<file path="src/sv/hc3_pkg.sv">
// hc3_pkg: types, constants and mod-26 helpers for the 3x3 hill cipher block
// no dependencies; used by every other file of the block
package hc3_pkg;

    localparam int LETTER_W = 5;
    localparam int KEY_W    = 45;
    localparam int KEY_N    = 9;
    localparam int BLOCK_N  = 3;
    localparam int MODULUS  = 26;
    localparam int SUM_W    = 12;

    localparam logic [LETTER_W-1:0] PAD_LETTER = 5'd23;
    localparam int RECIP_MUL = 315;
    localparam int RECIP_SHIFT = 13;

    typedef enum logic [0:0] {
        REG_KEY_LETTERS  = 1'b0,
        REG_DECRYPT_MODE = 1'b1
    } cfg_reg_e;

    typedef logic [LETTER_W-1:0] letter_t;
    typedef logic [KEY_N-1:0][LETTER_W-1:0] matrix_t;

    typedef struct packed {
        matrix_t enc;
        matrix_t dec;
        logic    decrypt;
        logic    not_invertible;
        logic    busy;
    } key_state_t;

    typedef struct packed {
        logic [BLOCK_N-1:0][LETTER_W-1:0] v;
        logic                             msg_end;
    } block_t;

    typedef struct packed {
        logic    ok;
        letter_t val;
    } inv_t;

    // x mod 26 for x below 4096, reciprocal estimate plus one correction
    function automatic letter_t mod26(input logic [SUM_W-1:0] x);
        logic [20:0] prod;
        logic [7:0]  q;
        logic [12:0] r;
        prod = 21'(x) * 21'(RECIP_MUL);
        q    = prod[20:RECIP_SHIFT];
        r    = 13'(x) - 13'(q) * 13'(MODULUS);
        if (r >= 13'(MODULUS))
            r = r - 13'(MODULUS);
        return r[LETTER_W-1:0];
    endfunction

    function automatic letter_t fold_letter(input letter_t x);
        return (x >= letter_t'(MODULUS)) ? letter_t'(x - letter_t'(MODULUS)) : x;
    endfunction

    // modular inverse of units mod 26, 25 with ok low otherwise
    function automatic inv_t inv26(input letter_t d);
        inv_t r;
        r.ok = 1'b1;
        case (d)
            5'd1:    r.val = 5'd1;
            5'd3:    r.val = 5'd9;
            5'd5:    r.val = 5'd21;
            5'd7:    r.val = 5'd15;
            5'd9:    r.val = 5'd3;
            5'd11:   r.val = 5'd19;
            5'd15:   r.val = 5'd7;
            5'd17:   r.val = 5'd23;
            5'd19:   r.val = 5'd11;
            5'd21:   r.val = 5'd5;
            5'd23:   r.val = 5'd17;
            5'd25:   r.val = 5'd25;
            default:
            begin
                r.ok  = 1'b0;
                r.val = 5'd25;
            end
        endcase
        return r;
    endfunction

endpackage

</file>
<file path="src/sv/hc3_if.sv">
// hc3 channel interfaces: letter input, result output and configuration write
// depends on hc3_pkg
interface hc3_in_if;
    logic                           valid;
    logic                           ready;
    logic [hc3_pkg::LETTER_W-1:0]   letter;
    logic                           message_end;

    modport source (output valid, output letter, output message_end, input ready);
    modport sink   (input valid, input letter, input message_end, output ready);
endinterface

interface hc3_out_if;
    logic                           valid;
    logic                           ready;
    logic [hc3_pkg::LETTER_W-1:0]   out_letter;
    logic                           block_last;
    logic                           message_done;
    logic                           key_not_invertible;

    modport source (output valid, output out_letter, output block_last,
                    output message_done, output key_not_invertible, input ready);
    modport sink   (input valid, input out_letter, input block_last,
                    input message_done, input key_not_invertible, output ready);
endinterface

interface hc3_cfg_if;
    logic                           valid;
    logic                           ready;
    logic [0:0]                     index;
    logic [hc3_pkg::KEY_W-1:0]      data;

    modport source (output valid, output index, output data, input ready);
    modport sink   (input valid, input index, input data, output ready);
endinterface

</file>
<file path="src/sv/hill_cipher_3x3_block.sv">
// 3x3 hill cipher mod 26: one letter taken per cycle unless stalled, three result letters per
// block of three, one result letter per cycle while results are taken. A block's first result
// passes the gather register, then the product register. Letters flow without stall as long as
// blocks are full and results are taken; a message_end on a short block yields three results
// from fewer letters, so input waits on the one-letter-per-cycle output. A key write makes
// the block busy while its inverse matrix is rebuilt (cofactors, determinant inverse, scaling).
// depends on hc3_pkg, hc3_if, hc3_key_unit, hc3_gather, hc3_matmul
module hill_cipher_3x3_block (
    input  logic      clk,
    input  logic      rst_n,
    hc3_in_if.sink    letters,
    hc3_out_if.source results,
    hc3_cfg_if.sink   cfg
);
    import hc3_pkg::*;

    key_state_t key_state;
    logic       blk_valid;
    logic       blk_take;
    block_t     blk;

    hc3_key_unit u_key (
        .clk       (clk),
        .rst_n     (rst_n),
        .cfg       (cfg),
        .key_state (key_state)
    );

    hc3_gather u_gather (
        .clk       (clk),
        .rst_n     (rst_n),
        .letters   (letters),
        .key_busy  (key_state.busy),
        .blk_take  (blk_take),
        .blk_valid (blk_valid),
        .blk       (blk)
    );

    hc3_matmul u_matmul (
        .clk       (clk),
        .rst_n     (rst_n),
        .key_state (key_state),
        .blk_valid (blk_valid),
        .blk       (blk),
        .blk_take  (blk_take),
        .results   (results)
    );

endmodule

</file>
<file path="src/sv/hc3_key_unit.sv">
// hc3_key_unit: configuration registers and the three-step inverse key computation
// depends on hc3_pkg and hc3_cfg_if
module hc3_key_unit (
    input  logic               clk,
    input  logic               rst_n,
    hc3_cfg_if.sink            cfg,
    output hc3_pkg::key_state_t key_state
);
    import hc3_pkg::*;

    matrix_t    key_mat_reg;
    matrix_t    cof_reg;
    matrix_t    inv_reg;
    letter_t    mult_reg;
    logic       ninv_reg;
    logic       mode_reg;
    logic [1:0] cnt_reg;

    matrix_t    key_mat_next;
    matrix_t    cof_next;
    matrix_t    inv_next;
    inv_t       mult_next;
    letter_t    det_next;
    logic       cfg_write;

    assign cfg.ready = 1'b1;
    assign cfg_write = cfg.valid && cfg.ready;

    always_comb
    begin
        logic [SUM_W-1:0] p1;
        logic [SUM_W-1:0] p2;
        logic [SUM_W-1:0] det_sum;
        for (int k = 0; k < KEY_N; k++)
            key_mat_next[k] = fold_letter(cfg.data[k*LETTER_W +: LETTER_W]);
        for (int i = 0; i < BLOCK_N; i++)
        begin
            for (int j = 0; j < BLOCK_N; j++)
            begin
                p1 = 12'(key_mat_reg[((j+1)%3)*3 + (i+1)%3])
                   * 12'(key_mat_reg[((j+2)%3)*3 + (i+2)%3]);
                p2 = 12'(key_mat_reg[((j+1)%3)*3 + (i+2)%3])
                   * 12'(key_mat_reg[((j+2)%3)*3 + (i+1)%3]);
                cof_next[i*3 + j] = mod26(p1 + 12'(MODULUS * 25) - p2);
            end
        end
        det_sum = '0;
        for (int i = 0; i < BLOCK_N; i++)
            det_sum = det_sum + 12'(key_mat_reg[i]) * 12'(cof_reg[i*3]);
        det_next  = mod26(det_sum);
        mult_next = inv26(det_next);
        for (int k = 0; k < KEY_N; k++)
            inv_next[k] = mod26(12'(mult_reg) * 12'(cof_reg[k]));
    end

    always_ff @(posedge clk or negedge rst_n)
    begin
        if (!rst_n)
        begin
            key_mat_reg <= '0;
            cof_reg     <= '0;
            inv_reg     <= '0;
            mult_reg    <= letter_t'(25);
            ninv_reg    <= 1'b1;
            mode_reg    <= 1'b0;
            cnt_reg     <= '0;
        end
        else
        begin
            if (cfg_write)
            begin
                unique case (cfg.index)
                    REG_KEY_LETTERS:
                    begin
                        key_mat_reg <= key_mat_next;
                        cnt_reg     <= 2'd3;
                    end
                    REG_DECRYPT_MODE:
                        mode_reg <= cfg.data[0];
                    default: ;
                endcase
            end
            else if (cnt_reg != 2'd0)
            begin
                cnt_reg <= cnt_reg - 2'd1;
                case (cnt_reg)
                    2'd3: cof_reg <= cof_next;
                    2'd2:
                    begin
                        mult_reg <= mult_next.val;
                        ninv_reg <= !mult_next.ok;
                    end
                    default: inv_reg <= inv_next;
                endcase
            end
        end
    end

    assign key_state.enc            = key_mat_reg;
    assign key_state.dec            = inv_reg;
    assign key_state.decrypt        = mode_reg;
    assign key_state.not_invertible = ninv_reg;
    assign key_state.busy           = (cnt_reg != 2'd0);

endmodule

</file>
<file path="src/sv/hc3_gather.sv">
// hc3_gather: collects letters into blocks of three, pads at message end
// depends on hc3_pkg and hc3_in_if
module hc3_gather (
    input  logic                clk,
    input  logic                rst_n,
    hc3_in_if.sink              letters,
    input  logic                key_busy,
    input  logic                blk_take,
    output logic                blk_valid,
    output hc3_pkg::block_t     blk
);
    import hc3_pkg::*;

    letter_t    held_reg [2];
    logic [1:0] count_reg;
    logic       blk_valid_reg;
    block_t     blk_reg;

    letter_t    letter_f;
    logic       accept;
    logic       completes;
    block_t     blk_next;

    assign letters.ready = (!blk_valid_reg || blk_take) && !key_busy;
    assign accept        = letters.valid && letters.ready;
    assign letter_f      = fold_letter(letters.letter);
    assign completes     = letters.message_end || (count_reg == 2'd2);

    always_comb
    begin
        blk_next.msg_end = letters.message_end;
        case (count_reg)
            2'd1:
                blk_next.v = {PAD_LETTER, letter_f, held_reg[0]};
            2'd2:
                blk_next.v = {letter_f, held_reg[1], held_reg[0]};
            default:
                blk_next.v = {PAD_LETTER, PAD_LETTER, letter_f};
        endcase
    end

    always_ff @(posedge clk or negedge rst_n)
    begin
        if (!rst_n)
        begin
            count_reg     <= '0;
            blk_valid_reg <= 1'b0;
        end
        else
        begin
            if (accept && completes)
            begin
                count_reg     <= '0;
                blk_valid_reg <= 1'b1;
            end
            else
            begin
                if (accept)
                    count_reg <= count_reg + 2'd1;
                if (blk_take)
                    blk_valid_reg <= 1'b0;
            end
        end
    end

    always_ff @(posedge clk)
    begin
        if (accept && completes)
            blk_reg <= blk_next;
        if (accept && !completes)
            held_reg[count_reg[0]] <= letter_f;
    end

    assign blk_valid = blk_valid_reg;
    assign blk       = blk_reg;

endmodule

</file>
<file path="src/sv/hc3_matmul.sv">
// hc3_matmul: key or inverse matrix times block mod 26, registered, sent one letter a transaction
// depends on hc3_pkg and hc3_out_if
module hc3_matmul (
    input  logic                   clk,
    input  logic                   rst_n,
    input  hc3_pkg::key_state_t    key_state,
    input  logic                   blk_valid,
    input  hc3_pkg::block_t        blk,
    output logic                   blk_take,
    hc3_out_if.source              results
);
    import hc3_pkg::*;

    letter_t    res_reg [BLOCK_N];
    logic       end_reg;
    logic       ninv_reg;
    logic       valid_reg;
    logic [1:0] idx_reg;

    letter_t    res_next [BLOCK_N];
    matrix_t    m;
    logic       last;
    logic       free;

    assign last     = (idx_reg == 2'(BLOCK_N - 1));
    assign free     = !valid_reg || (last && results.ready);
    assign blk_take = blk_valid && free;
    assign m        = key_state.decrypt ? key_state.dec : key_state.enc;

    always_comb
    begin
        logic [SUM_W-1:0] acc;
        for (int r = 0; r < BLOCK_N; r++)
        begin
            acc = '0;
            for (int c = 0; c < BLOCK_N; c++)
                acc = acc + 12'(m[r*3 + c]) * 12'(blk.v[c]);
            res_next[r] = mod26(acc);
        end
    end

    always_ff @(posedge clk or negedge rst_n)
    begin
        if (!rst_n)
        begin
            valid_reg <= 1'b0;
            idx_reg   <= '0;
        end
        else
        begin
            if (blk_take)
            begin
                valid_reg <= 1'b1;
                idx_reg   <= '0;
            end
            else if (valid_reg && results.ready)
            begin
                if (last)
                    valid_reg <= 1'b0;
                else
                    idx_reg <= idx_reg + 2'd1;
            end
        end
    end

    always_ff @(posedge clk)
    begin
        if (blk_take)
        begin
            res_reg  <= res_next;
            end_reg  <= blk.msg_end;
            ninv_reg <= key_state.not_invertible;
        end
    end

    always_comb
    begin
        case (idx_reg)
            2'd1:    results.out_letter = res_reg[1];
            2'd2:    results.out_letter = res_reg[2];
            default: results.out_letter = res_reg[0];
        endcase
    end

    assign results.valid              = valid_reg;
    assign results.block_last         = last;
    assign results.message_done       = last && end_reg;
    assign results.key_not_invertible = ninv_reg;

endmodule

</file>
<file path="src/flat_wrapper.sv">
// flat-port wrapper written by rule: the top's interface ports become plain ports
module hill_cipher_3x3_block_flat import hc3_pkg::*;
  (clk, rst_n, letters_valid, letters_letter, letters_message_end, letters_ready, results_valid, results_out_letter, results_block_last, results_message_done, results_key_not_invertible, results_ready, cfg_valid, cfg_index, cfg_data, cfg_ready);
  hc3_in_if letters_i ();
  hc3_out_if results_i ();
  hc3_cfg_if cfg_i ();
  input  logic clk;
  input  logic rst_n;
  input wire logic [$bits(letters_i.valid)-1:0] letters_valid;
  input wire logic [$bits(letters_i.letter)-1:0] letters_letter;
  input wire logic [$bits(letters_i.message_end)-1:0] letters_message_end;
  output wire logic [$bits(letters_i.ready)-1:0] letters_ready;
  output wire logic [$bits(results_i.valid)-1:0] results_valid;
  output wire logic [$bits(results_i.out_letter)-1:0] results_out_letter;
  output wire logic [$bits(results_i.block_last)-1:0] results_block_last;
  output wire logic [$bits(results_i.message_done)-1:0] results_message_done;
  output wire logic [$bits(results_i.key_not_invertible)-1:0] results_key_not_invertible;
  input wire logic [$bits(results_i.ready)-1:0] results_ready;
  input wire logic [$bits(cfg_i.valid)-1:0] cfg_valid;
  input wire logic [$bits(cfg_i.index)-1:0] cfg_index;
  input wire logic [$bits(cfg_i.data)-1:0] cfg_data;
  output wire logic [$bits(cfg_i.ready)-1:0] cfg_ready;
  assign letters_i.valid = letters_valid;
  assign letters_i.letter = letters_letter;
  assign letters_i.message_end = letters_message_end;
  assign letters_ready = letters_i.ready;
  assign results_valid = results_i.valid;
  assign results_out_letter = results_i.out_letter;
  assign results_block_last = results_i.block_last;
  assign results_message_done = results_i.message_done;
  assign results_key_not_invertible = results_i.key_not_invertible;
  assign results_i.ready = results_ready;
  assign cfg_i.valid = cfg_valid;
  assign cfg_i.index = cfg_index;
  assign cfg_i.data = cfg_data;
  assign cfg_ready = cfg_i.ready;
  hill_cipher_3x3_block u_core (.clk(clk), .rst_n(rst_n), .letters(letters_i), .results(results_i), .cfg(cfg_i));
endmodule
</file>
<file path="config.mk">
export PLATFORM = sky130hd
export DESIGN_NAME = hill_cipher_3x3_block_flat
export DESIGN_NICKNAME = d
export VERILOG_FILES = /design/src/sv/hc3_pkg.sv /design/src/sv/hc3_if.sv /design/src/sv/hill_cipher_3x3_block.sv /design/src/sv/hc3_key_unit.sv /design/src/sv/hc3_gather.sv /design/src/sv/hc3_matmul.sv /design/src/flat_wrapper.sv
export SDC_FILE = /design/constraint.sdc
export NUM_CORES = 2
export LEC_CHECK = 0
export ABC_AREA = 1
export BUFFER_PORTS_ARGS = -buffer_cell sky130_fd_sc_hd__clkbuf_2
export CORE_MARGIN = 4
export CORE_UTILIZATION = 45
export DETAILED_ROUTE_END_ITERATION = 10
export GPL_TIMING_DRIVEN = 0
export PLACE_DENSITY_LB_ADDON = 0.15
export RECOVER_POWER = 100
export SYNTH_ARGS = -nofsm -noshare
export SYNTH_HDL_FRONTEND = slang
export SYNTH_SLANG_ARGS = --single-unit
</file>
<file path="constraint.sdc">
create_clock -name clk -period 15.95 [get_ports clk]
set_input_delay 0.7975 -clock clk [delete_from_list [all_inputs] [get_ports clk]]
set_output_delay 0.7975 -clock clk [all_outputs]
set_load 0.02 [all_outputs]
</file>
==> key figures <==
Outcome
  – Status: complete, but fails checks
  – Failing checks: capacitance limit, slew limit

CTS
  – # hold bufs at CTS: 0
  – PostCTS Resize Cnt: 0
  – CTS tree: built
  – TritonCTS Buffers: 17
  – H-Tree Depth: 4
  – Clock Pin Slew Worst Setup and Hold Paths: 0.10 ns
  – Post-CTS setup buffers: 0
  – CTS root buf: clkbuf_16
  – Clk Latency, worst-skew pair: 0.53 ns
  – CTS Buffer Depth: 2
  – TritonCTS Sinks: 192

Place
  – Routability cong.: 0.964
  – DP HPWL: 226000 microns
  – Buffers added on ports: 66

Timing
  – Final Setup Violations: 0
  – Tmin final: 15.13 ns
  – Setup TNS: 0 ns
  – Final Cycle Share: 0.948
  – Slew @ Worst Pin: 4.99 ns
  – Max-slew violation count: 163
  – Peak Freq: 66.1 MHz
  – Final hold vios: 0
  – Slew headroom: -2.33
  – RSZ-0062 raised after global routing: false
  – Setup Skew: 0.0241 ns

Route
  – Routed WL: 261000 microns
  – Post-route DRC violation count: 0
  – Antenna-violating nets left: 0
  – Total number of vias: 75600
  – Routed length per placed instance: 17.1 microns
  – DR pass1 iterations: 6
  – Vias per cell: 4.96
  – Drt initial violations: 3603

Job
  – Max_cap viols: 4

Worst hold path
  – Hold Crit Endpoint: u_core.u_matmul.end_reg
  – Hold_sp: u_core.u_gather.blk[0]
  – Tightest Hold Check Type: flop to flop
  – Hold depth: 0

Yosys
  – Yosys warnings: 0
  – Yosys cell types: 63
  – Mapped Cells: 12200
  – Register area share after synthesis: 0.0501
  – Top FF cell, synth: dfrtp_1
  – Top-count cell post-synth: inv_1
  – Ys async rst share: 0.776
  – Mapped Area: 0.100 sq mm
  – Mean Syn Cell Area: 8.23 sq um
  – Post-synthesis register bit count: 192
  – Largest area contributor in the netlist: ha_1
  – Commonest cells post-synth: inv_1 (3769), ha_1 (2333), nand2_1 (1555)
  – Share of the synthesized area in the top cell type: 0.291
  – Synthesized Nets: 16000
  – EDFF count, synth: 43
  – Synth area leaders: ha_1 (29%), fa_1 (29%), inv_1 (14%)

Floorplanning
  – Die width: 480 microns
  – # IOs: 68
  – Die extent in y: 480 microns
  – Core footprint: 0.221 sq mm
  – Number of cell rows: 172
  – Initial Util: 0.454
  – Die area: 0.230 sq mm

Setup path
  – Worst EP required: 16.40 ns
  – Setup slack, reg-to-reg: 0.82 ns
  – CP max stage cell: dfrtp_1
  – CP endpoint kind: flop
  – Crit path from: u_core.u_key.key_state[54]
  – Worst R2R End: u_core.u_key.cof_reg[8]
  – CP dominant cell by count: nand2_1
  – Critical path arrival: 15.58 ns
  – Max incr delay on CP: 0.92 ns
  – CP max FO: 10
  – Worst R2R Path Depth: 56
  – Crit path kind: flop to flop
  – Launch point of the worst reg-to-reg path: u_core.u_key.key_state[54]
  – Startpoint type of the worst setup path: flop

Global route
  – Total congestion overflow: 0
  – Vias in the first global route: 79600
  – Largest net degree at the start of global routing: 76
  – First-pass GRT wire length: 424000 microns
  – Gr usage total: 0.232
  – Initial antenna violation count: 27

Layout
  – Fillers: 21800
  – Layout cell share with drive strength beyond 1: 0.0161
  – Area grow syn2layout: 4.69%
  – Nets@finish: 16100
  – Max FFs per register: 90
==> stage by stage <==
stage | util | hold slack, ns | setup slack, ns | cell area, sq um | std cells
after global placement | 0.472 | 0.402 | 0.436 | 104000 | 15200
after floorplan | - | 0.400 | 2.93 | 100000 | 12200
after detailed placement | 0.473 | 0.427 | 0.111 | 104000 | 15200
after global routing | 0.475 | 0.458 | 0.0191 | 105000 | 15200
final | 0.475 | 0.444 | 0.825 | 105000 | 15200
after CTS | 0.476 | 0.295 | 0.0349 | 105000 | 15200
==> layer usage <==
layer | wire length [microns] | vias up | share of wire | global-route usage
met5 | 22 | - | 0.000084 | 0
met1 | 111000 | 36600 | 0.43 | 0.295
met2 | 123000 | 1435 | 0.47 | 0.398
met3 | 13000 | 417 | 0.050 | 0.0277
li1 | - | 37100 | - | -
met4 | 13400 | 4 | 0.051 | 0.0989
==> worst max path at each step <==
stage	end	slack (ns)	cells after the start
2_1_floorplan	u_core.u_matmul.res_reg[6]	2.93	62
3_5_place_dp	u_core.u_key.cof_reg[7]	0.11	55
3_3_place_gp	u_core.u_key.cof_reg[7]	0.44	55
5_1_grt	u_core.u_key.cof_reg[8]	0.02	56
4_1_cts	u_core.u_key.cof_reg[7]	0.03	55
6_report	u_core.u_key.cof_reg[8]	0.82	56
==> cell type report <==
type | count | area, sq um | share of cell area
inverter | 3785 | 14200 | 0.135
tap | 2958 | 3700 | 0.0353
buffer | 182 | 714 | 0.00681
sequential | 192 | 5030 | 0.0479
antenna | 15 | 37.5 | 0.000358
multi-input combinational | 8003 | 80200 | 0.765
clock buffer | 17 | 425 | 0.00406
clock inverter | 15 | 210 | 0.00200
timing repair buffer | 68 | 319 | 0.00304
==> critical path: cells and delay by family (launching register included) <==
kind                       cells  cell delay, ns
adders and majority gates     14            6.05
AOI/OAI and AO/OA             14            2.83
xor gates and xnor gates       5            2.03
and+or+nand+nor               14            1.68
buffers and inverters          9            1.54
DFF                            1            0.92
==> placed cells by master (no fill, tap or decap), types with 6 or more instances in the layout <==
master	n
inv_1	3769
a21oi_1	612
ha_1	2333
a21o_1	80
nor3_1	28
o221ai_1	12
clkbuf_1	167
nand3_1	168
o2111ai_1	7
xor2_1	438
o22ai_1	7
buf_1	17
a31oi_1	24
edfxtp_1	43
nand4_1	47
o31ai_1	26
o21bai_1	100
diode_2	15
fa_1	1432
o21ai_0	336
nor2_1	402
clkbuf_16	17
and2_1	15
o211ai_1	26
xnor2_1	190
nand2_1	1555
nand3_2	6
nand3b_1	11
or2_2	43
dfrtp_1	144
a211oi_1	14
inv_2	11
clkbuf_2	62
o21ai_1	6
nand2_2	14
==> kinds of logic (layout without fill, tap and decap cells) <==
family | count (synthesis) | in the layout | synth area share
buffers and inverters | 3976 | 4067 | 0.149
AO/OA/AOI/OAI | 1284 | 1284 | 0.0727
multiplexers | 7 | 7 | 0.000699
other | 1 | 16 | 0.0000374
flip-flops | 192 | 192 | 0.0501
XOR/XNOR | 628 | 628 | 0.0549
AND/OR/NAND/NOR | 2318 | 2318 | 0.0951
adder cells (fa/ha/maj) | 3765 | 3765 | 0.577
Power is not shown: default switching activity piles up to over one toggle a cycle in this logic, so the estimate is an artifact.
